--- src/hw/rtl/static_linked_list_engine_core_assert.svh ---
// Assertion macros used by the linked list engine RTL.
// Each macro expects the clock aclk and the active-low reset aresetn in scope.
`ifndef STATIC_LINKED_LIST_ENGINE_CORE_ASSERT_SVH
`define STATIC_LINKED_LIST_ENGINE_CORE_ASSERT_SVH

// The consequent must hold in the same cycle as the antecedent.
`define SLL_ASSERT_SAME(lbl, ante, cons, msg) \
    lbl: assert property (@(posedge aclk) disable iff (!aresetn) (ante) |-> (cons)) \
        else $error(msg);

// The consequent must hold in the cycle after the antecedent.
`define SLL_ASSERT_NEXT(lbl, ante, cons, msg) \
    lbl: assert property (@(posedge aclk) disable iff (!aresetn) (ante) |=> (cons)) \
        else $error(msg);

`endif

--- src/hw/rtl/sll_pkg.sv ---
// Types, constants and helper functions of the linked list engine.
// No dependencies; used by the top level.
package sll_pkg;

    localparam int NODES     = 32;
    localparam int IDX_W     = $clog2(NODES);
    localparam int POS_W     = 5;
    localparam int COUNT_W   = 5;
    localparam int VALUE_W   = 32;
    localparam int COUNT_MAX = NODES - 2;

    typedef logic [IDX_W-1:0] idx_t;

    localparam idx_t FREE_HEAD = '0;
    localparam idx_t LIST_HEAD = idx_t'(NODES - 1);

    localparam logic OP_INSERT = 1'b0;
    localparam logic OP_DELETE = 1'b1;

    localparam logic [1:0] ST_OK    = 2'd0;
    localparam logic [1:0] ST_RANGE = 2'd1;
    localparam logic [1:0] ST_FULL  = 2'd2;

    typedef struct packed {
        logic                      op;
        logic [POS_W-1:0]          position;
        logic signed [VALUE_W-1:0] value;
    } in_item_t;

    typedef struct packed {
        logic [1:0]                status;
        logic [IDX_W-1:0]          slot;
        logic signed [VALUE_W-1:0] removed_value;
        logic [COUNT_W-1:0]        list_length;
    } out_item_t;

    // Link of a node that has not been written since reset: node i points to
    // i+1, except for the last two nodes, whose links end their chains.
    function automatic idx_t link_reset(input idx_t idx);
        idx_t res;
        if (idx < idx_t'(NODES - 2)) begin
            res = idx + idx_t'(1);
        end else begin
            res = '0;
        end
        return res;
    endfunction

endpackage

--- src/hw/rtl/sll_ram.sv ---
// Generic simple dual-port RAM: one write port, one read port, registered read.
// No dependencies.
module sll_ram #(
    parameter int WIDTH = 32,
    parameter int DEPTH = 32
) (
    input  logic                     aclk,
    input  logic                     we,
    input  logic [$clog2(DEPTH)-1:0] waddr,
    input  logic [WIDTH-1:0]         wdata,
    input  logic [$clog2(DEPTH)-1:0] raddr,
    output logic [WIDTH-1:0]         rdata
);

    logic [WIDTH-1:0] mem [DEPTH];

    always_ff @(posedge aclk) begin
        if (we) begin
            mem[waddr] <= wdata;
        end
        rdata <= mem[raddr];
    end

endmodule

--- src/hw/rtl/static_linked_list_engine_core.sv ---
// An insert runs S_CHECK, S_POP, S_WALK, S_LINK1, S_LINK2 and S_DONE, a delete
// S_CHECK, S_WALK, S_DEL1, S_DEL2 and S_DONE, and an out-of-range or full request
// S_CHECK and S_DONE; the walk length follows the position. One item at a time; the
// pointer walk reads one link per cycle through the link RAM's single read port.
// The next item is taken while the result waits in the output register. Reset (aresetn,
// synchronous, active low) empties the list and rebuilds the free chain via valid bits.
module static_linked_list_engine_core (
    input  logic               aclk,
    input  logic               aresetn,
    input  logic               s_valid,
    output logic               s_ready,
    input  sll_pkg::in_item_t  s_data,
    output logic               m_valid,
    input  logic               m_ready,
    output sll_pkg::out_item_t m_data
);
    import sll_pkg::*;

    // One state per access step of the sequencer. Every access to a given node
    // within one item is ordered by these states, so the RAM never sees a read
    // and a write of the same entry that could disagree.
    typedef enum logic [3:0] {
        S_IDLE,
        S_CHECK,
        S_POP,
        S_WALK,
        S_LINK1,
        S_LINK2,
        S_DEL1,
        S_DEL2,
        S_DONE
    } state_t;

    state_t                    state_reg;
    in_item_t                  req_reg;
    idx_t                      free_head_reg;
    logic [COUNT_W-1:0]        count_reg;
    logic [POS_W-1:0]          steps_reg;
    idx_t                      cur_reg;
    idx_t                      j_reg;
    idx_t                      k_reg;
    idx_t                      lk_reg;
    logic [1:0]                res_status_reg;
    idx_t                      res_slot_reg;
    logic signed [VALUE_W-1:0] res_removed_reg;
    logic [NODES-1:0]          valid_reg;
    idx_t                      rd_addr_reg;
    logic                      rd_valid_reg;
    logic                      m_valid_reg;
    out_item_t                 m_data_reg;

    // Read and write controls of the two memories.
    idx_t                 rd_addr;
    logic                 link_we;
    idx_t                 link_waddr;
    idx_t                 link_wdata;
    idx_t                 link_q;
    idx_t                 link_rd;
    logic                 val_we;
    logic [VALUE_W-1:0]   val_q;
    logic                 ins_range_err;
    logic                 del_range_err;
    logic                 out_free;

    // The free chain head (link of node 0) lives in a register, so node 0 is
    // never written to the link RAM.
    sll_ram #(
        .WIDTH (IDX_W),
        .DEPTH (NODES)
    ) u_link_ram (
        .aclk  (aclk),
        .we    (link_we),
        .waddr (link_waddr),
        .wdata (link_wdata),
        .raddr (rd_addr),
        .rdata (link_q)
    );

    sll_ram #(
        .WIDTH (VALUE_W),
        .DEPTH (NODES)
    ) u_value_ram (
        .aclk  (aclk),
        .we    (val_we),
        .waddr (free_head_reg),
        .wdata (req_reg.value),
        .raddr (rd_addr),
        .rdata (val_q)
    );

    // A node not written since reset reads as its reset link.
    assign link_rd = rd_valid_reg ? link_q : link_reset(rd_addr_reg);

    // Position checks. Widen by one bit so that count plus one cannot wrap.
    assign ins_range_err = (req_reg.position == '0) ||
        ({1'b0, req_reg.position} > ({1'b0, count_reg} + (COUNT_W+1)'(1)));
    assign del_range_err = (req_reg.position == '0) ||
        (req_reg.position > count_reg);

    assign out_free = !m_valid_reg || m_ready;

    always_comb begin
        rd_addr    = LIST_HEAD;
        link_we    = 1'b0;
        link_waddr = j_reg;
        link_wdata = lk_reg;
        val_we     = 1'b0;
        case (state_reg)
            S_CHECK: begin
                if (req_reg.op == OP_INSERT) begin
                    // Fetch the link of the node being popped off the free chain,
                    // and store the new value into that node right away.
                    rd_addr = free_head_reg;
                    val_we  = !ins_range_err && (free_head_reg != FREE_HEAD);
                end
            end
            S_WALK: begin
                // Follow the link just read; this also fetches the link and the
                // value of the node after the predecessor on the last step.
                rd_addr = link_rd;
            end
            S_LINK1: begin
                link_we    = 1'b1;
                link_waddr = j_reg;
                link_wdata = lk_reg;
            end
            S_LINK2: begin
                link_we    = 1'b1;
                link_waddr = k_reg;
                link_wdata = j_reg;
            end
            S_DEL1: begin
                link_we    = 1'b1;
                link_waddr = k_reg;
                link_wdata = link_rd;
            end
            S_DEL2: begin
                link_we    = 1'b1;
                link_waddr = j_reg;
                link_wdata = free_head_reg;
            end
            default: begin
                rd_addr = LIST_HEAD;
            end
        endcase
    end

    always_ff @(posedge aclk) begin
        rd_addr_reg  <= rd_addr;
        rd_valid_reg <= valid_reg[rd_addr];
        if (!aresetn) begin
            state_reg     <= S_IDLE;
            free_head_reg <= link_reset(FREE_HEAD);
            count_reg     <= '0;
            valid_reg     <= '0;
            m_valid_reg   <= 1'b0;
        end else begin
            if (link_we) begin
                valid_reg[link_waddr] <= 1'b1;
            end
            // In S_DONE a handed-over result is replaced by the next one below.
            if (m_valid_reg && m_ready && (state_reg != S_DONE)) begin
                m_valid_reg <= 1'b0;
            end
            case (state_reg)
                S_IDLE: begin
                    if (s_valid) begin
                        req_reg   <= s_data;
                        state_reg <= S_CHECK;
                    end
                end
                S_CHECK: begin
                    res_removed_reg <= '0;
                    steps_reg       <= req_reg.position - POS_W'(1);
                    cur_reg         <= LIST_HEAD;
                    if (req_reg.op == OP_INSERT) begin
                        if (ins_range_err) begin
                            res_status_reg <= ST_RANGE;
                            res_slot_reg   <= '0;
                            state_reg      <= S_DONE;
                        end else if (free_head_reg == FREE_HEAD) begin
                            res_status_reg <= ST_FULL;
                            res_slot_reg   <= '0;
                            state_reg      <= S_DONE;
                        end else begin
                            j_reg          <= free_head_reg;
                            res_status_reg <= ST_OK;
                            res_slot_reg   <= free_head_reg;
                            state_reg      <= S_POP;
                        end
                    end else begin
                        res_slot_reg <= '0;
                        if (del_range_err) begin
                            res_status_reg <= ST_RANGE;
                            state_reg      <= S_DONE;
                        end else begin
                            res_status_reg <= ST_OK;
                            state_reg      <= S_WALK;
                        end
                    end
                end
                S_POP: begin
                    free_head_reg <= link_rd;
                    state_reg     <= S_WALK;
                end
                S_WALK: begin
                    if (steps_reg == '0) begin
                        k_reg <= cur_reg;
                        if (req_reg.op == OP_INSERT) begin
                            lk_reg    <= link_rd;
                            state_reg <= S_LINK1;
                        end else begin
                            j_reg        <= link_rd;
                            res_slot_reg <= link_rd;
                            state_reg    <= S_DEL1;
                        end
                    end else begin
                        cur_reg   <= link_rd;
                        steps_reg <= steps_reg - POS_W'(1);
                    end
                end
                S_LINK1: begin
                    state_reg <= S_LINK2;
                end
                S_LINK2: begin
                    count_reg <= count_reg + COUNT_W'(1);
                    state_reg <= S_DONE;
                end
                S_DEL1: begin
                    res_removed_reg <= val_q;
                    state_reg       <= S_DEL2;
                end
                S_DEL2: begin
                    free_head_reg <= j_reg;
                    count_reg     <= count_reg - COUNT_W'(1);
                    state_reg     <= S_DONE;
                end
                S_DONE: begin
                    // Hold the result until the output register is free.
                    if (out_free) begin
                        m_data_reg.status        <= res_status_reg;
                        m_data_reg.slot          <= res_slot_reg;
                        m_data_reg.removed_value <= res_removed_reg;
                        m_data_reg.list_length   <= count_reg;
                        m_valid_reg              <= 1'b1;
                        state_reg                <= S_IDLE;
                    end
                end
                default: begin
                    state_reg <= S_IDLE;
                end
            endcase
        end
    end

    assign s_ready = (state_reg == S_IDLE);
    assign m_valid = m_valid_reg;
    assign m_data  = m_data_reg;

    `include "static_linked_list_engine_core_assert.svh"

    // Between items the free chain is empty exactly when the list holds every usable node.
    `SLL_ASSERT_SAME(a_free_empty_iff_full, state_reg == S_IDLE, (free_head_reg == FREE_HEAD) == (count_reg == COUNT_W'(COUNT_MAX)), "free chain head disagrees with element count")
    // A successful operation names a real element node, never a chain head.
    `SLL_ASSERT_SAME(a_ok_slot_real, m_valid && (m_data.status == ST_OK), (m_data.slot != FREE_HEAD) && (m_data.slot != LIST_HEAD), "ok result names a head node")
    // A failed operation reports no slot and no removed value.
    `SLL_ASSERT_SAME(a_err_zero, m_valid && (m_data.status != ST_OK), (m_data.slot == '0) && (m_data.removed_value == '0), "error result carries data")
    // A walk never runs past the last element of the list.
    `SLL_ASSERT_NEXT(a_walk_bound, (state_reg == S_CHECK) && (req_reg.op == OP_DELETE) && !del_range_err, steps_reg < count_reg, "walk longer than the list")

endmodule
--- config.mk ---
export PLATFORM = sky130hd
export DESIGN_NAME = static_linked_list_engine_core
export DESIGN_NICKNAME = d
export VERILOG_FILES = /design/src/hw/rtl/sll_pkg.sv /design/src/hw/rtl/sll_ram.sv /design/src/hw/rtl/static_linked_list_engine_core.sv
export VERILOG_INCLUDE_DIRS = /design/src /design/src/hw/rtl
export SDC_FILE = /design/constraint.sdc
export NUM_CORES = 2
export LEC_CHECK = 0
export BUFFER_PORTS_ARGS = -buffer_cell sky130_fd_sc_hd__clkbuf_2
export CORE_MARGIN = 5
export CORE_UTILIZATION = 60
export DETAILED_ROUTE_END_ITERATION = 8
export PLACE_DENSITY = 0.8
export SETUP_SLACK_MARGIN = 0.15
export SKIP_LAST_GASP = 1
export SLEW_MARGIN = 10
export SYNTH_ARGS = -nofsm -noshare
export SYNTH_HDL_FRONTEND = slang
export SYNTH_HIERARCHICAL = 1
export SYNTH_SLANG_ARGS = --single-unit
--- constraint.sdc ---
create_clock -name aclk -period 6.7 [get_ports aclk]
set_input_delay 1.34 -clock aclk [delete_from_list [all_inputs] [get_ports aclk]]
set_output_delay 1.34 -clock aclk [all_outputs]
set_load 0.01 [all_outputs]
==> tab_implementation.tex <==
\begin{tabular}{lr}
\hline
Metric & Value \\
\hline
\multicolumn{2}{l}{\textbf{Status}} \\
Result of the run & finished clean \\
\multicolumn{2}{l}{\textbf{Worst setup path}} \\
Worst path arrival time & 5.83 ns \\
Slowest cell on the critical path & inv\_8 \\
Ordered list of cells on the worst path & a41o\_1 > o211ai\_1 > nand2\_2 > inv\_8 > buf\_12 > mux2i\_1 > a22o\_1 > nor3\_1 > a31oi\_1 > nand3\_1 \\
Type of element capturing the critical path & register \\
Register-to-register setup slack & approximately 1.5 ns \\
Critical-path maximum fanout & 141 \\
Required time of the worst setup path & approximately 7.3 ns \\
Kind of critical path & reg -> reg \\
Slowest cell delay on critical path & 0.79 ns \\
Startpoint Class & register \\
\multicolumn{2}{l}{\textbf{STA}} \\
Setup Total Neg Slack & 0 ns \\
Share of the cycle needed by the critical path after routing & 78.31\% \\
Hold WS & roughly 0.41 ns \\
Max Transition Viols Final & 0 \\
Worst clock skew & 0.02773 ns \\
Headroom to the max-slew limit & 10.25\% \\
Final hold violation count & 0 \\
Max frequency & 190.6 MHz \\
RSZ-0062 raised after global routing & false \\
\# setup viols final & 0 \\
Post-layout minimum cycle time & between 5 and 6 ns \\
Transition time at the pin with the least slew margin & 1.343 ns \\
\multicolumn{2}{l}{\textbf{Layout}} \\
Number of non-filler instances in the completed layout & 4589 \\
Highest-count cells in the layout ignoring fill and taps & edfxtp\_1, mux2i\_1, clkbuf\_16, a21oi\_1, nand2\_1 \\
Layout cell share with drive strength beyond 1 & 13.18\% \\
Layout area overhead & 11.27\% \\
Number of flip-flops in the largest register & 1024 \\
Post-layout net count & 3357 \\
Leading cell type in the layout, fill and taps excluded & edfxtp\_1 \\
\multicolumn{2}{l}{\textbf{Logic synthesis}} \\
Net count after synthesis & 3249 \\
Number of flops mapped to enable cells by yosys & about 1300 \\
YS warnings & 6 \\
Per-instance average area after synthesis & roughly 17 um2 \\
Synthesized instance count & 3190 \\
Mapped Area & 55030 um2 \\
Sequential element share of the synthesized area & 75.85\% \\
Seq cells post-synth & around 1400 \\
Most used flip-flop cell after synthesis & edfxtp\_1 \\
Unique masters post-synth & 75 \\
Ys async rst share & 0\% \\
\multicolumn{2}{l}{\textbf{Placed design}} \\
Routability-driven placement congestion ratio & 0.8495 \\
Post-Place Cells & 4342 \\
Post-DP HPWL & 71.06 mm \\
Number of buffer cells added on primary ports & 87 \\
\multicolumn{2}{l}{\textbf{Global routing}} \\
Vias in the first global route & roughly 30000 \\
Gr ovfl total & 0 \\
Antenna violations before repair & 6 \\
Overall routing resource usage & approximately a quarter \\
Largest net degree at the start of global routing & approximately 140 \\
Global-route wire length before repair & 188.4 mm \\
\multicolumn{2}{l}{\textbf{CTS}} \\
TritonCTS clock tree & done \\
CTS H-tree depth & 4 \\
Resize count post-CTS & 0 \\
Number of hold buffers added after CTS & 0 \\
Number of sinks driven by the clock tree & 1420 \\
Count of buffers added by post-CTS timing repair for setup & 0 \\
TritonCTS Buffers & $\sim$140 \\
Clock latency at the later pin of the worst-skew pair & 0.74 ns \\
Clock tree buffer depth & 3 \\
Register clock-pin slew on the reported worst setup and hold paths & 0.06 ns \\
Buffer type at the clock tree root & clkbuf\_16 \\
\multicolumn{2}{l}{\textbf{Flow run}} \\
MaxCap Viol Count & 0 \\
\multicolumn{2}{l}{\textbf{Detailed routing}} \\
Wire length per cell after detailed routing & 27.43 um \\
Remaining design rule violation count & 0 \\
Number of vias after detailed routing & 30080 \\
Total wire length & roughly 130 mm \\
Total iterations of the first detailed-routing run & 5 \\
Vias per inst & around 6.6 \\
Detail Route Antenna Nets & 0 \\
First DRT Iteration DRCs & 3790 \\
\multicolumn{2}{l}{\textbf{Floorplan}} \\
Core Footprint & 91390 um2 \\
Area of the die & 97880 um2 \\
Overall die width & 312.9 um \\
Die Y-Extent & 312.9 um \\
Initial cell density of the core & 60.22\% \\
Total number of placement rows & 111 \\
I/O pins & 88 \\
\multicolumn{2}{l}{\textbf{Power}} \\
Power density over the cells & 301.8 nW/um2 \\
Pwr Total & 18480 uW \\
Static Leakage & 0.02315 uW \\
Worst ir drop on vdd & 0.2419 mV \\
\multicolumn{2}{l}{\textbf{Worst hold path}} \\
Min-Delay Path Class & reg -> reg \\
\hline
\end{tabular}
## synthesized netlist by cell type, types with 6 or more instances
master | n | share of area (%)
edfxtp_1 | 1330 | 73
mux2i_1 | 527 | 9.6
nor2_1 | 144 | 0.98
a21oi_1 | 139 | 1.3
nand2_1 | 129 | 0.88
nand3_1 | 119 | 1.1
a22oi_1 | 98 | 1.3
dfxtp_1 | 90 | 3.3
clkbuf_1 | 70 | 0.48
a22o_1 | 66 | 1.1
mux4_2 | 50 | 2.0
nor3_1 | 47 | 0.43
and2_1 | 37 | 0.42
a31oi_1 | 36 | 0.41
buf_2 | 36 | 0.33
buf_4 | 33 | 0.45
inv_1 | 22 | 0.15
buf_6 | 18 | 0.37
ha_1 | 16 | 0.36
o21a_1 | 14 | 0.19
o21ai_0 | 13 | 0.12
nand2b_1 | 11 | 0.13
nand3b_1 | 10 | 0.14
mux2_2 | 9 | 0.18
o22ai_1 | 9 | 0.10
and3_1 | 8 | 0.091
buf_1 | 8 | 0.055
nor2b_1 | 7 | 0.080
or3b_2 | 6 | 0.095
xor2_1 | 6 | 0.095
## per-stage QoR
step,cell area (um2),utilization (%),setup WS (ns)
after floorplan,55030,-,1.320
after global placement,56730,62.08,1.872
after detailed placement,56770,62.12,1.617
after CTS,61170,66.94,1.601
after global routing,61230,67.00,1.182
final,61240,67.01,1.453
## logic make-up (layout without fill, tap and decap cells)
family	Yosys count	in the layout	synth area share, %
other	0	3	0
muxes	588	588	11.87
DFF	1420	1420	75.85
xor gates and xnor gates	11	11	0.1751
AOI/OAI and AO/OA	413	413	5.091
and+or+nand+nor	548	548	4.738
buffers and inverters	193	403	1.883
adders and majority gates	17	17	0.4002
## metal layers
metal  global-route usage, %  vias to the layer above  wire, um
met4                   7.377                        4      3258
li1                        -                    12753         -
met3                   5.051                      275     13900
met5                       0                        -        23
met1                   36.66                    15237     48630
met2                   40.36                     1811     60080
## power breakdown
part / internal, uW / switching [uW] / total, uW
Clock: 4290 / 3200 / 7490
Combinational: 321 / 649 / 970
Sequential: 9830 / 192 / 10000
## worst max-delay path: cells and delay by family, from the launching register on
kind / cells / cell delay, ns
buffers and inverters: 2 / 1.57
AND/OR/NAND/NOR: 3 / 0.72
AO/OA/AOI/OAI: 4 / 1.64
multiplexers: 1 / 0.35
flip-flops: 1 / 0.43
## final timing paths
kind,from,end,cells past startpoint
min reg2reg,res_removed_reg[19],m_data[24],0
max,rd_valid_reg,u_value_ram/rdata[17],10
max reg2reg,rd_valid_reg,u_value_ram/rdata[17],10
min,res_removed_reg[19],m_data[24],0
## cell type report
cell class	instances	area (um2)
antenna	3	7.507
sequential	1420	41740
fill	5718	30150
inverter	26	105.1
tap	1186	1484
timing repair buffer	135	948.4
multi-input combinational	1577	12550
clock buffer	193	3879
clock inverter	49	521.8
Power figures use the tool's default switching activity.
